File: config.mk
export PLATFORM = sky130hd
export DESIGN_NAME = limit_switch_center_homing_unit
export DESIGN_NICKNAME = d
export VERILOG_FILES = /design/src/rtl/lsch_pkg.sv /design/src/rtl/lsch_core.sv /design/src/rtl/limit_switch_center_homing_unit.sv
export SDC_FILE = /design/constraint.sdc
export NUM_CORES = 2
export LEC_CHECK = 0
export BUFFER_PORTS_ARGS = -buffer_cell sky130_fd_sc_hd__buf_2
export CORE_UTILIZATION = 60
export DETAILED_ROUTE_END_ITERATION = 10
export PLACE_DENSITY = 0.8
export SKIP_CTS_REPAIR_TIMING = 1
export SYNTH_ARGS = -nofsm -noshare
export SYNTH_HDL_FRONTEND = slang
export SYNTH_SLANG_ARGS = --single-unit
File: constraint.sdc
create_clock -name clk -period 16.15 [get_ports clk]
set_input_delay 3.23 -clock clk [delete_from_list [all_inputs] [get_ports clk]]
set_output_delay 3.23 -clock clk [all_outputs]
set_load 0.03 [all_outputs]
File: src/rtl/lsch_pkg.sv
// Package for the limit switch center homing unit: phases, commands, codes.
`default_nettype none
package lsch_pkg;

    typedef enum logic [3:0] {
        PH_IDLE, PH_WAIT_STOP, PH_SEL_MODE, PH_ZERO_VEL, PH_WAIT_RUN, PH_SEARCH,
        PH_CLEAR_A, PH_MEAS_REV, PH_CLEAR_B, PH_MEAS_FWD, PH_CENTER, PH_STOPPING,
        PH_ZEROING, PH_DONE, PH_FAILED
    } phase_t;

    typedef enum logic [2:0] {
        CMD_NONE = 3'd0, CMD_STOP = 3'd1, CMD_MODE = 3'd2, CMD_ENABLE = 3'd3,
        CMD_VEL = 3'd4, CMD_ZERO = 3'd5
    } cmd_t;

    localparam logic [1:0] ST_IDLE   = 2'd0;
    localparam logic [1:0] ST_BUSY   = 2'd1;
    localparam logic [1:0] ST_DONE   = 2'd2;
    localparam logic [1:0] ST_FAILED = 2'd3;

    localparam logic [2:0] FR_NONE    = 3'd0;
    localparam logic [2:0] FR_STARTUP = 3'd1;
    localparam logic [2:0] FR_FAULT   = 3'd2;
    localparam logic [2:0] FR_STALE   = 3'd3;
    localparam logic [2:0] FR_TIMEOUT = 3'd4;
    localparam logic [2:0] FR_SEND    = 3'd5;

    localparam logic [1:0] MODE_STOPPED = 2'd0;
    localparam logic [1:0] MODE_RUNNING = 2'd2;

    localparam logic [2:0] REG_FAST    = 3'd0;
    localparam logic [2:0] REG_SLOW    = 3'd1;
    localparam logic [2:0] REG_REVERSE = 3'd2;
    localparam logic [2:0] REG_CLEAR   = 3'd3;
    localparam logic [2:0] REG_PHASE_TO = 3'd4;
    localparam logic [2:0] REG_START_TO = 3'd5;
    localparam logic [2:0] REG_CONFIRM = 3'd6;
    localparam logic [2:0] REG_RETRY   = 3'd7;

    localparam int CFG_IDX_BITS  = 32;
    localparam int CFG_DATA_BITS = 64;

endpackage
`default_nettype wire

File: src/rtl/lsch_core.sv
// Homing sequencer step logic: one feedback beat in, next state and one result out.
`default_nettype none
module lsch_core
    import lsch_pkg::*;
#(
    parameter int POS_BITS   = 32,
    parameter int TIMER_BITS = 16
)
(
    input  wire clk,
    input  wire rst_n,
    input  wire step,
    input  wire action,
    input  wire online,
    input  wire motor_faulted,
    input  wire feedback_fresh,
    input  wire [1:0] motor_mode,
    input  wire signed [POS_BITS-1:0] position,
    input  wire signed [POS_BITS-1:0] velocity,
    input  wire switch_level,
    input  wire send_failed,
    input  wire [30:0] fast_speed,
    input  wire [30:0] slow_speed,
    input  wire [30:0] reverse_travel,
    input  wire [30:0] clearance_travel,
    input  wire [15:0] phase_timeout_ticks,
    input  wire [15:0] startup_timeout_ticks,
    input  wire [7:0] confirm_ticks,
    input  wire [7:0] retry_ticks,
    output logic [2:0] command,
    output logic signed [POS_BITS-1:0] velocity_command,
    output logic [1:0] status,
    output logic [2:0] fail_reason,
    output logic signed [POS_BITS-1:0] reverse_edge_position,
    output logic signed [POS_BITS-1:0] forward_edge_position,
    output logic signed [POS_BITS-1:0] center_position
);

    localparam int W = POS_BITS + 2;
    localparam logic [TIMER_BITS-1:0] TMAX = {TIMER_BITS{1'b1}};

    phase_t phase_reg, phase_next;
    logic dir_reg, dir_next, rev_once_reg, rev_once_next;
    logic pend_reg, pend_next, ref_sw_reg, ref_sw_next;
    logic cneg_reg, cneg_next, chk_reg, chk_next;
    logic [2:0] code_reg, code_next;
    logic [TIMER_BITS-1:0] ptimer_reg, ptimer_next;
    logic [7:0] rtimer_reg, rtimer_next, ctimer_reg, ctimer_next;
    logic signed [POS_BITS-1:0] ref_pos_reg, ref_pos_next;
    logic signed [POS_BITS-1:0] redge_reg, redge_next, fedge_reg, fedge_next;
    logic signed [POS_BITS-1:0] ctgt_reg, ctgt_next;

    // Working values of the step
    cmd_t cmd;
    logic signed [W-1:0] vel;
    logic [2:0] bad;
    logic [TIMER_BITS-1:0] tinc;
    logic [7:0] rinc;
    logic pto, sto;
    logic signed [W-1:0] pos_w, slow_w, fast_w, d_ref, moved, d_clr_ph;
    logic signed [W-1:0] csum, cerr, ctr_err;
    logic neg_ph, moving, clr_ph, clr_b, creached, ph_neg_mb;
    logic signed [POS_BITS-1:0] half;
    logic busy;

    assign pos_w  = W'(position);
    assign slow_w = W'({1'b0, slow_speed});
    assign fast_w = W'({1'b0, fast_speed});
    assign tinc   = (ptimer_reg != TMAX) ? ptimer_reg + 1'b1 : ptimer_reg;
    assign rinc   = (rtimer_reg != 8'hFF) ? rtimer_reg + 8'd1 : rtimer_reg;
    assign pto    = {{(32-TIMER_BITS){1'b0}}, tinc} >= {16'd0, phase_timeout_ticks};
    assign sto    = {{(32-TIMER_BITS){1'b0}}, tinc} >= {16'd0, startup_timeout_ticks};
    assign bad    = (online && motor_faulted) ? FR_FAULT
                  : (!online || motor_faulted || !feedback_fresh) ? FR_STALE : FR_NONE;
    assign busy   = !(phase_reg == PH_IDLE || phase_reg == PH_DONE || phase_reg == PH_FAILED);

    // Clearance distances from the stored reference and from this position
    assign neg_ph   = (phase_reg == PH_MEAS_REV || phase_reg == PH_CLEAR_B) ? !dir_reg : dir_reg;
    assign d_ref    = pos_w - W'(ref_pos_reg);
    assign d_clr_ph = neg_ph ? -d_ref : d_ref;
    assign clr_ph   = d_clr_ph >= $signed(W'({1'b0, clearance_travel}));
    assign clr_b    = W'(0) >= W'({1'b0, clearance_travel});
    assign moved    = d_ref[W-1] ? -d_ref : d_ref;
    assign moving   = neg_ph ? velocity[POS_BITS-1] : (!velocity[POS_BITS-1] && velocity != 0);
    assign ph_neg_mb = !dir_reg;

    // Center from edges, floor of the half sum
    assign csum = W'(redge_reg) + W'(fedge_reg);
    assign half = POS_BITS'(csum >>> 1);
    assign cerr = W'(ctgt_reg) - pos_w;
    assign creached = cneg_reg ? !cerr[W-1] : (cerr[W-1] || cerr == 0);

    always_comb
    begin
        logic [7:0] conf;
        logic neg_c;
        phase_next = phase_reg; dir_next = dir_reg; rev_once_next = rev_once_reg;
        pend_next = pend_reg; ref_sw_next = ref_sw_reg; cneg_next = cneg_reg;
        chk_next = chk_reg; code_next = code_reg; ptimer_next = ptimer_reg;
        rtimer_next = rtimer_reg; ctimer_next = ctimer_reg; ref_pos_next = ref_pos_reg;
        redge_next = redge_reg; fedge_next = fedge_reg; ctgt_next = ctgt_reg;
        cmd = CMD_NONE; vel = '0; ctr_err = '0;
        conf = '0; neg_c = 1'b0;
        if (step)
        begin
            if (action)
            begin
                if (!busy)
                begin
                    redge_next = '0; fedge_next = '0; ctgt_next = '0; code_next = FR_NONE;
                    phase_next = PH_WAIT_STOP; ptimer_next = '0; rtimer_next = '0;
                    cmd = CMD_STOP; chk_next = 1'b0;
                end
            end
            else if (busy)
            begin
                chk_next = 1'b0;
                if (chk_reg && send_failed)
                begin
                    phase_next = PH_FAILED; code_next = FR_SEND; cmd = CMD_STOP;
                end
                else
                begin
                    case (phase_reg)
                        PH_WAIT_STOP:
                        begin
                            ptimer_next = tinc;
                            if (sto)
                            begin
                                phase_next = PH_FAILED; code_next = FR_STARTUP; cmd = CMD_STOP;
                            end
                            else if (online && motor_mode == MODE_STOPPED && feedback_fresh)
                            begin
                                if (motor_faulted)
                                begin
                                    phase_next = PH_FAILED; code_next = FR_FAULT; cmd = CMD_STOP;
                                end
                                else
                                begin
                                    phase_next = PH_SEL_MODE; cmd = CMD_MODE; chk_next = 1'b1;
                                end
                            end
                            else
                            begin
                                rtimer_next = rinc;
                                if (rinc >= retry_ticks)
                                begin
                                    rtimer_next = '0; cmd = CMD_STOP;
                                end
                            end
                        end
                        PH_SEL_MODE:
                        begin
                            phase_next = PH_ZERO_VEL; cmd = CMD_VEL; chk_next = 1'b1;
                        end
                        PH_ZERO_VEL:
                        begin
                            phase_next = PH_WAIT_RUN; ptimer_next = '0; rtimer_next = '0;
                            cmd = CMD_ENABLE; chk_next = 1'b1;
                        end
                        PH_WAIT_RUN:
                        begin
                            ptimer_next = tinc;
                            if (online && motor_faulted)
                            begin
                                phase_next = PH_FAILED; code_next = FR_FAULT; cmd = CMD_STOP;
                            end
                            else if (online && motor_mode == MODE_RUNNING && feedback_fresh)
                            begin
                                phase_next = PH_SEARCH; ref_pos_next = position;
                                ref_sw_next = switch_level; dir_next = 1'b0;
                                rev_once_next = 1'b0; ptimer_next = '0;
                                cmd = CMD_VEL; vel = fast_w; chk_next = 1'b1;
                            end
                            else if (sto)
                            begin
                                phase_next = PH_FAILED; code_next = FR_STARTUP; cmd = CMD_STOP;
                            end
                            else
                            begin
                                rtimer_next = rinc;
                                if (rinc >= retry_ticks)
                                begin
                                    rtimer_next = '0; cmd = CMD_ENABLE; chk_next = 1'b1;
                                end
                            end
                        end
                        PH_SEARCH:
                        begin
                            ptimer_next = tinc;
                            if (switch_level != ref_sw_reg)
                            begin
                                // enter clear A, or meas rev if clearance is 0; ref here
                                if (bad != FR_NONE)
                                begin
                                    phase_next = PH_FAILED; code_next = bad; cmd = CMD_STOP;
                                end
                                else
                                begin
                                    ref_pos_next = position; ptimer_next = '0;
                                    if (clr_b)
                                    begin
                                        phase_next = PH_MEAS_REV; ref_sw_next = switch_level;
                                        pend_next = 1'b0; ctimer_next = '0;
                                        cmd = CMD_VEL; vel = ph_neg_mb ? -slow_w : slow_w;
                                        chk_next = 1'b1;
                                    end
                                    else
                                    begin
                                        phase_next = PH_CLEAR_A; cmd = CMD_VEL;
                                        vel = dir_reg ? -slow_w : slow_w; chk_next = 1'b1;
                                    end
                                end
                            end
                            else if (bad != FR_NONE)
                            begin
                                phase_next = PH_FAILED; code_next = bad; cmd = CMD_STOP;
                            end
                            else if (pto)
                            begin
                                phase_next = PH_FAILED; code_next = FR_TIMEOUT; cmd = CMD_STOP;
                            end
                            else
                            begin
                                neg_c = dir_reg;
                                if (!rev_once_reg && moved >= W'({1'b0, reverse_travel}))
                                begin
                                    neg_c = !dir_reg; dir_next = !dir_reg; rev_once_next = 1'b1;
                                end
                                cmd = CMD_VEL; vel = neg_c ? -fast_w : fast_w; chk_next = 1'b1;
                            end
                        end
                        PH_CLEAR_A, PH_CLEAR_B:
                        begin
                            ptimer_next = tinc;
                            if (bad != FR_NONE)
                            begin
                                phase_next = PH_FAILED; code_next = bad; cmd = CMD_STOP;
                            end
                            else if (clr_ph)
                            begin
                                // measure phase direction: rev uses !dir, fwd uses dir
                                neg_c = (phase_reg == PH_CLEAR_A) ? !dir_reg : dir_reg;
                                phase_next = (phase_reg == PH_CLEAR_A) ? PH_MEAS_REV : PH_MEAS_FWD;
                                ref_sw_next = switch_level; pend_next = 1'b0;
                                ctimer_next = '0; ptimer_next = '0;
                                cmd = CMD_VEL; vel = neg_c ? -slow_w : slow_w; chk_next = 1'b1;
                            end
                            else if (pto)
                            begin
                                phase_next = PH_FAILED; code_next = FR_TIMEOUT; cmd = CMD_STOP;
                            end
                            else
                            begin
                                cmd = CMD_VEL; vel = neg_ph ? -slow_w : slow_w; chk_next = 1'b1;
                            end
                        end
                        PH_MEAS_REV, PH_MEAS_FWD:
                        begin
                            ptimer_next = tinc;
                            if (pto)
                            begin
                                phase_next = PH_FAILED; code_next = FR_TIMEOUT; cmd = CMD_STOP;
                            end
                            else if (bad != FR_NONE)
                            begin
                                phase_next = PH_FAILED; code_next = bad; cmd = CMD_STOP;
                            end
                            else if (switch_level != ref_sw_reg && moving)
                            begin
                                conf = ctimer_reg;
                                if (!pend_reg)
                                begin
                                    if (phase_reg == PH_MEAS_REV) redge_next = position;
                                    else fedge_next = position;
                                    pend_next = 1'b1; conf = '0;
                                end
                                else if (ctimer_reg != 8'hFF)
                                begin
                                    conf = ctimer_reg + 8'd1;
                                end
                                ctimer_next = conf;
                                if (conf >= confirm_ticks)
                                begin
                                    if (phase_reg == PH_MEAS_REV)
                                    begin
                                        // enter clear B (along !dir) or meas fwd if clr 0
                                        ref_pos_next = position; ptimer_next = '0;
                                        if (clr_b)
                                        begin
                                            phase_next = PH_MEAS_FWD; ref_sw_next = switch_level;
                                            pend_next = 1'b0; ctimer_next = '0;
                                            cmd = CMD_VEL; vel = dir_reg ? -slow_w : slow_w;
                                        end
                                        else
                                        begin
                                            phase_next = PH_CLEAR_B; cmd = CMD_VEL;
                                            vel = !dir_reg ? -slow_w : slow_w;
                                        end
                                        chk_next = 1'b1;
                                    end
                                    else
                                    begin
                                        // edges: reverse from reg, forward as captured
                                        ctgt_next = POS_BITS'((W'(redge_reg) + pos_w) >>> 1);
                                        if (pend_reg)
                                            ctgt_next = half;
                                        ptimer_next = '0; phase_next = PH_CENTER;
                                        ctr_err = W'(ctgt_next) - pos_w;
                                        neg_c = ctr_err[W-1];
                                        cneg_next = neg_c;
                                        if (neg_c ? !ctr_err[W-1] : (ctr_err[W-1] || ctr_err == 0))
                                        begin
                                            phase_next = PH_STOPPING; cmd = CMD_STOP;
                                        end
                                        else
                                        begin
                                            cmd = CMD_VEL; vel = neg_c ? -slow_w : slow_w;
                                        end
                                        chk_next = 1'b1;
                                    end
                                end
                                else
                                begin
                                    cmd = CMD_VEL; vel = neg_ph ? -slow_w : slow_w; chk_next = 1'b1;
                                end
                            end
                            else
                            begin
                                pend_next = 1'b0;
                                cmd = CMD_VEL; vel = neg_ph ? -slow_w : slow_w; chk_next = 1'b1;
                            end
                        end
                        PH_CENTER:
                        begin
                            ptimer_next = tinc;
                            if (pto)
                            begin
                                phase_next = PH_FAILED; code_next = FR_TIMEOUT; cmd = CMD_STOP;
                            end
                            else if (bad != FR_NONE)
                            begin
                                phase_next = PH_FAILED; code_next = bad; cmd = CMD_STOP;
                            end
                            else if (creached)
                            begin
                                phase_next = PH_STOPPING; cmd = CMD_STOP; chk_next = 1'b1;
                            end
                            else
                            begin
                                cmd = CMD_VEL; vel = cneg_reg ? -slow_w : slow_w; chk_next = 1'b1;
                            end
                        end
                        PH_STOPPING:
                        begin
                            phase_next = PH_ZEROING; cmd = CMD_ZERO; chk_next = 1'b1;
                        end
                        PH_ZEROING:
                        begin
                            phase_next = PH_DONE;
                        end
                        default:
                        begin
                        end
                    endcase
                end
            end
        end
    end

    // Result fields follow the updated phase
    always_comb
    begin
        case (phase_next)
            PH_IDLE:   status = ST_IDLE;
            PH_DONE:   status = ST_DONE;
            PH_FAILED: status = ST_FAILED;
            default:   status = ST_BUSY;
        endcase
        command = cmd;
        velocity_command = (cmd == CMD_VEL) ? POS_BITS'(vel) : '0;
        fail_reason = (phase_next == PH_FAILED) ? code_next : FR_NONE;
        reverse_edge_position = redge_next;
        forward_edge_position = fedge_next;
        center_position = ctgt_next;
    end

    // Hold state between accepted beats
    always_ff @(posedge clk or negedge rst_n)
    begin
        if (!rst_n)
        begin
            phase_reg <= PH_IDLE; dir_reg <= 1'b0; rev_once_reg <= 1'b0;
            pend_reg <= 1'b0; ref_sw_reg <= 1'b0; cneg_reg <= 1'b0; chk_reg <= 1'b0;
            code_reg <= FR_NONE; ptimer_reg <= '0; rtimer_reg <= '0; ctimer_reg <= '0;
            ref_pos_reg <= '0; redge_reg <= '0; fedge_reg <= '0; ctgt_reg <= '0;
        end
        else if (step)
        begin
            phase_reg <= phase_next; dir_reg <= dir_next; rev_once_reg <= rev_once_next;
            pend_reg <= pend_next; ref_sw_reg <= ref_sw_next; cneg_reg <= cneg_next;
            chk_reg <= chk_next; code_reg <= code_next; ptimer_reg <= ptimer_next;
            rtimer_reg <= rtimer_next; ctimer_reg <= ctimer_next;
            ref_pos_reg <= ref_pos_next; redge_reg <= redge_next;
            fedge_reg <= fedge_next; ctgt_reg <= ctgt_next;
        end
    end

endmodule
`default_nettype wire

File: src/rtl/limit_switch_center_homing_unit.sv
// Top level of the limit switch center homing unit: ports, registers, result buffer.
//
// channel | direction | fields
// s_axis  | in        | tuser: action
//         |           | tdata: online, motor_faulted, feedback_fresh, motor_mode,
//         |           |        position, velocity, switch_level, send_failed
// m_axis  | out       | tdata: command, velocity_command, status, fail_reason,
//         |           |        reverse_edge_position, forward_edge_position, center_position
// cfg     | in        | index, data: register write
//
// One beat per clock. The step logic sits between the input port and a
// one-entry output register; a beat is taken whenever the output register is
// empty or being drained, and its result is offered in the next cycle.
// Reset returns to idle with the register defaults.
// Downstream stalls hold the result and stop intake.
`default_nettype none
module limit_switch_center_homing_unit
    import lsch_pkg::*;
#(
    parameter int POS_BITS   = 32,
    parameter int FRAC_BITS  = 16,
    parameter int TIMER_BITS = 16
)
(
    input  wire clk,
    input  wire rst_n,
    input  wire s_axis_tvalid,
    output logic s_axis_tready,
    // action
    input  wire [0:0] s_axis_tuser,
    // online, motor_faulted, feedback_fresh, motor_mode[2], position, velocity,
    // switch_level, send_failed, zero fill
    input  wire [((2*POS_BITS+7+7)/8)*8-1:0] s_axis_tdata,
    output logic m_axis_tvalid,
    input  wire m_axis_tready,
    // command[3], velocity_command, status[2], fail_reason[3], reverse_edge_position,
    // forward_edge_position, center_position
    output logic [((4*POS_BITS+8+7)/8)*8-1:0] m_axis_tdata,
    input  wire cfg_valid,
    output logic cfg_ready,
    input  wire [CFG_IDX_BITS-1:0] cfg_index,
    input  wire [CFG_DATA_BITS-1:0] cfg_data
);

    localparam int P = POS_BITS;
    localparam int OW = ((4*POS_BITS+8+7)/8)*8;
    localparam int IW = ((2*POS_BITS+7+7)/8)*8;

    logic [30:0] fast_reg, slow_reg, rev_reg, clr_reg;
    logic [15:0] pto_reg, sto_reg;
    logic [7:0] conf_reg, retry_reg;
    logic out_valid_reg;
    logic [OW-1:0] out_reg;
    logic take;

    logic [2:0] command, fail_reason;
    logic [1:0] status;
    logic signed [P-1:0] vcmd, redge, fedge, ctr;

    assign cfg_ready = 1'b1;
    assign s_axis_tready = !out_valid_reg || m_axis_tready;
    assign take = s_axis_tvalid && s_axis_tready;
    assign m_axis_tvalid = out_valid_reg;
    assign m_axis_tdata = out_reg;

    // Write configuration registers
    always_ff @(posedge clk or negedge rst_n)
    begin
        if (!rst_n)
        begin
            fast_reg <= 31'(64'd1 << FRAC_BITS);
            slow_reg <= 31'((64'd2 << FRAC_BITS) / 5);
            rev_reg  <= 31'((64'd68629 << FRAC_BITS) >> 16);
            clr_reg  <= 31'((64'd2288 << FRAC_BITS) >> 16);
            pto_reg <= 16'd1500; sto_reg <= 16'd300; conf_reg <= 8'd2; retry_reg <= 8'd10;
        end
        else if (cfg_valid)
        begin
            if (cfg_index == CFG_IDX_BITS'(REG_FAST))     fast_reg <= cfg_data[30:0];
            if (cfg_index == CFG_IDX_BITS'(REG_SLOW))     slow_reg <= cfg_data[30:0];
            if (cfg_index == CFG_IDX_BITS'(REG_REVERSE))  rev_reg <= cfg_data[30:0];
            if (cfg_index == CFG_IDX_BITS'(REG_CLEAR))    clr_reg <= cfg_data[30:0];
            if (cfg_index == CFG_IDX_BITS'(REG_PHASE_TO)) pto_reg <= cfg_data[15:0];
            if (cfg_index == CFG_IDX_BITS'(REG_START_TO)) sto_reg <= cfg_data[15:0];
            if (cfg_index == CFG_IDX_BITS'(REG_CONFIRM))  conf_reg <= cfg_data[7:0];
            if (cfg_index == CFG_IDX_BITS'(REG_RETRY))    retry_reg <= cfg_data[7:0];
        end
    end

    lsch_core #(.POS_BITS(POS_BITS), .TIMER_BITS(TIMER_BITS)) u_core (
        .clk(clk), .rst_n(rst_n), .step(take),
        .action(s_axis_tuser[0]), .online(s_axis_tdata[0]),
        .motor_faulted(s_axis_tdata[1]), .feedback_fresh(s_axis_tdata[2]),
        .motor_mode(s_axis_tdata[4:3]),
        .position(s_axis_tdata[5 +: P]), .velocity(s_axis_tdata[5+P +: P]),
        .switch_level(s_axis_tdata[5+2*P]), .send_failed(s_axis_tdata[6+2*P]),
        .fast_speed(fast_reg), .slow_speed(slow_reg), .reverse_travel(rev_reg),
        .clearance_travel(clr_reg), .phase_timeout_ticks(pto_reg),
        .startup_timeout_ticks(sto_reg), .confirm_ticks(conf_reg), .retry_ticks(retry_reg),
        .command(command), .velocity_command(vcmd), .status(status),
        .fail_reason(fail_reason), .reverse_edge_position(redge),
        .forward_edge_position(fedge), .center_position(ctr)
    );

    // Hold the result beat until taken
    always_ff @(posedge clk or negedge rst_n)
    begin
        if (!rst_n)
            out_valid_reg <= 1'b0;
        else if (take)
            out_valid_reg <= 1'b1;
        else if (m_axis_tready)
            out_valid_reg <= 1'b0;
    end

    always_ff @(posedge clk)
    begin
        if (take)
            out_reg <= OW'({ctr, fedge, redge, fail_reason, status, vcmd, command});
    end

    logic unused;
    assign unused = ^{s_axis_tdata[IW-1:7+2*P], cfg_data[CFG_DATA_BITS-1:31], 1'b0};

endmodule
`default_nettype wire
==> flow_metrics.env <==
export IMPL_report_final_slew_viol_count=0
export IMPL_ys_flop_type="dfrtp_1"
export IMPL_rows=94
export IMPL_grt_pass1_wl_um=212000
export IMPL_finalCritPeriodShare_pct=71.5
export IMPL_max_slew_margin_pct=3.03
export IMPL_startpoint_type="input pin"
export IMPL_yosysSeqAreaShare_pct=32.1
export IMPL_h_tree_depth=2
export IMPL_total_power_w=0.00471
export IMPL_max_freq_mhz=86.6
export IMPL_viasPerCell=6.82
export IMPL_largest_register_ffs=136
export IMPL_gp_congestion=1.05
export IMPL_place_area_mm2=0.0416
export IMPL_core_mm2=0.0657
export IMPL_drv_cap=0
export IMPL_min_period_ps=11550
export IMPL_status="complete, no violations"
export IMPL_synth_fp_nets=5339
export IMPL_fin_area_mm2=0.0435
export IMPL_powerDensity_mw_per_mm2=108
export IMPL_synth_area_mux_share_pct=2.71
export IMPL_synth_simple_area_share_pct=21.4
export IMPL_antenna_found_initial=8
export IMPL_intPower_w=0.00277
export IMPL_synth_top_family_by_area="compound AO/OA/AOI/OAI gates"
export IMPL_gr_total_overflow=0
export IMPL_min_path_cells=1
export IMPL_synth_edff_count=136
export IMPL_seqCellArea_mm2=0.0128
export IMPL_area_growth_pct=9.11
export IMPL_grt_max_degree=163
export IMPL_grt_usage_pct=40.3
export IMPL_hold_violations=0
export IMPL_clkPwrFrac_pct=27.2
export IMPL_synthTopCellsByCount="nand2_1, o21ai_0, a21oi_1"
export IMPL_initial_utilization_pct=60.6
export IMPL_path_class="input pin to flop"
export IMPL_clkTransAtPathRegs_ps=60
export IMPL_synth_most_common_cell="nand2_1"
export IMPL_p_leak_nw=19.3
export IMPL_synth_largest_area_cell="dfrtp_1"
export IMPL_cts_made_buffers=55
export IMPL_final_layout_size_suffix_gt1_share_pct=12.2
export IMPL_syn_inst=4914
export IMPL_nets=5444
export IMPL_avgSynthCellArea_um2=8.11
export IMPL_wl_per_cell_um=23.6
export IMPL_yosysTopAreaCellShare_pct=19.6
export IMPL_yosys_warnings=0
export IMPL_tightest_slew_ps=1450
export IMPL_synth_area_leaders="dfrtp_1, edfxtp_1, ha_1, o21ai_0, nand2_1"
export IMPL_die_y_um=260
export IMPL_p_seq_share_pct=28.9
export IMPL_root_buffer="clkbuf_16"
export IMPL_cp_slowest_cell="nor4_1"
export IMPL_rsz0062_at_grt="false"
export IMPL_dpl_hpwl_um=102000
export IMPL_cp_arrival_ps=11870
export IMPL_portBuffers=277
export IMPL_reg2regPathDepth=29
export IMPL_fin_cells=5940
export IMPL_hp_class="flop to flop"
export IMPL_vias=40491
export IMPL_worstPathMaxFanout=10
export IMPL_slowest_delay_ps=850
export IMPL_syn_area_mm2=0.0398
export IMPL_final_setup_viol_count=0
export IMPL_drt_total_wl_um=140000
export IMPL_dp_cells=5826
export IMPL_dieArea_mm2=0.0674
export IMPL_p_comb_share_pct=43.9
export IMPL_num_fill_cells=5528
export IMPL_finalSetupTns_ps=0
export IMPL_drc=0
export IMPL_dr_pass1_iters=10
export IMPL_sw_frac_of_total_pct=41.2
export IMPL_clk_latency_ps=650
export IMPL_ys_ff_latch=482
export IMPL_p_switching_w=0.00194
export IMPL_worstPathRequired_ps=16480
export IMPL_drt_iter0_markers=5651
export IMPL_synthArstFlopShare_pct=71.8
export IMPL_cts_tree="built"
export IMPL_cts_buffer_depth=3
export IMPL_vdd_drop_max_uv=103
export IMPL_cp_common_cell="nor2_1"
export IMPL_synth_xor_area_share_pct=4.62
export IMPL_ant_nets=0
export IMPL_ios=313
export IMPL_cp_end_kind="flop"
export IMPL_synth_compound_area_share_pct=25.6
export IMPL_clock_sinks=482
export IMPL_grt_pass1_vias=36688
export IMPL_synthAdderAreaFrac_pct=7.96
export IMPL_multi_input_area_mm2=0.0249
export IMPL_skew_ps=25.5
export IMPL_die_x_um=260
export IMPL_synth_distinct_cells=118
-- per-stage QoR --
stage / hold WS, ps / setup slack [ps] / utilization [%]
floorplan: 450 / 6270 / -
global placement: 485 / 4540 / 63.3
detailed placement: 500 / 4370 / 63.3
CTS: 509 / 4980 / 66.1
global route: 530 / 4310 / 66.1
finish: 509 / 4600 / 66.1
-- final timing paths --
path	from	endpoint	slack [ps]
min in group asynchronous	rst_n	u_core.ptimer_reg[10]	2620
min reg2reg	u_core.chk_reg	u_core.chk_reg	510
max	s_axis_tdata[5]	m_axis_tdata[26]	4600
min	u_core.chk_reg	u_core.chk_reg	510
max reg2reg	u_core.pend_reg	m_axis_tdata[23]	6580
max in group asynchronous	rst_n	u_core.pend_reg	11120
-- layout make-up --
type	count	area share (%)
Timing Repair Buffer	335	4.25
Clock inverter	33	0.696
Inverter	265	2.30
Multi-Input combinational cell	3880	57.3
Tap cell	864	2.49
Clock buffer	71	3.54
Sequential cell	482	29.4
Antenna cell	10	0.0576
-- critical path, delay by kind of cell --
family,cells,cell delay (ps)
adders and majority gates,3,1060
buffers and inverters,3,370
and+or+nand+nor,8,2550
xor gates and xnor gates,1,170
AOI/OAI and AO/OA,14,4460
-- placed cells by master (no fill, tap or decap), types with 139 or more instances in the layout --
cell / count
nor2_1: 292
ha_1: 247
o21ai_0: 534
nand2_1: 624
dfrtp_1: 311
buf_2: 275
a21oi_1: 328
nand3_1: 169
xnor2_1: 139
inv_1: 263
-- per-layer routing --
layer  part of all wire, %  global-route usage (%)  up-vias
li1                      -                       -    18264
met1                    40                    55.6    19096
met2                    42                    58.5     2698
met3                    14                    12.1      429
met4                   4.5                    16.6        4
met5                  0.21                    1.64        -
-- power by group through the flow --
stage	Combinational, W	Clock (W)	Sequential, W
2_1_floorplan	0.00144	0	0.00141
3_3_place_gp	0.00196	0	0.00138
3_5_place_dp	0.00199	0	0.00138
4_1_cts	0.00201	0.00128	0.00136
5_1_grt	0.00223	0.00133	0.00136
6_report	0.00207	0.00128	0.00136
-- cells by family after synthesis --
logic type	after synthesis
simple gates	1743
compound gates	1576
buf+inv	552
flops	482
fa+ha+maj	251
xor+xnor	210
mux	99
other cells	1
(Power assumes the default switching activity.)
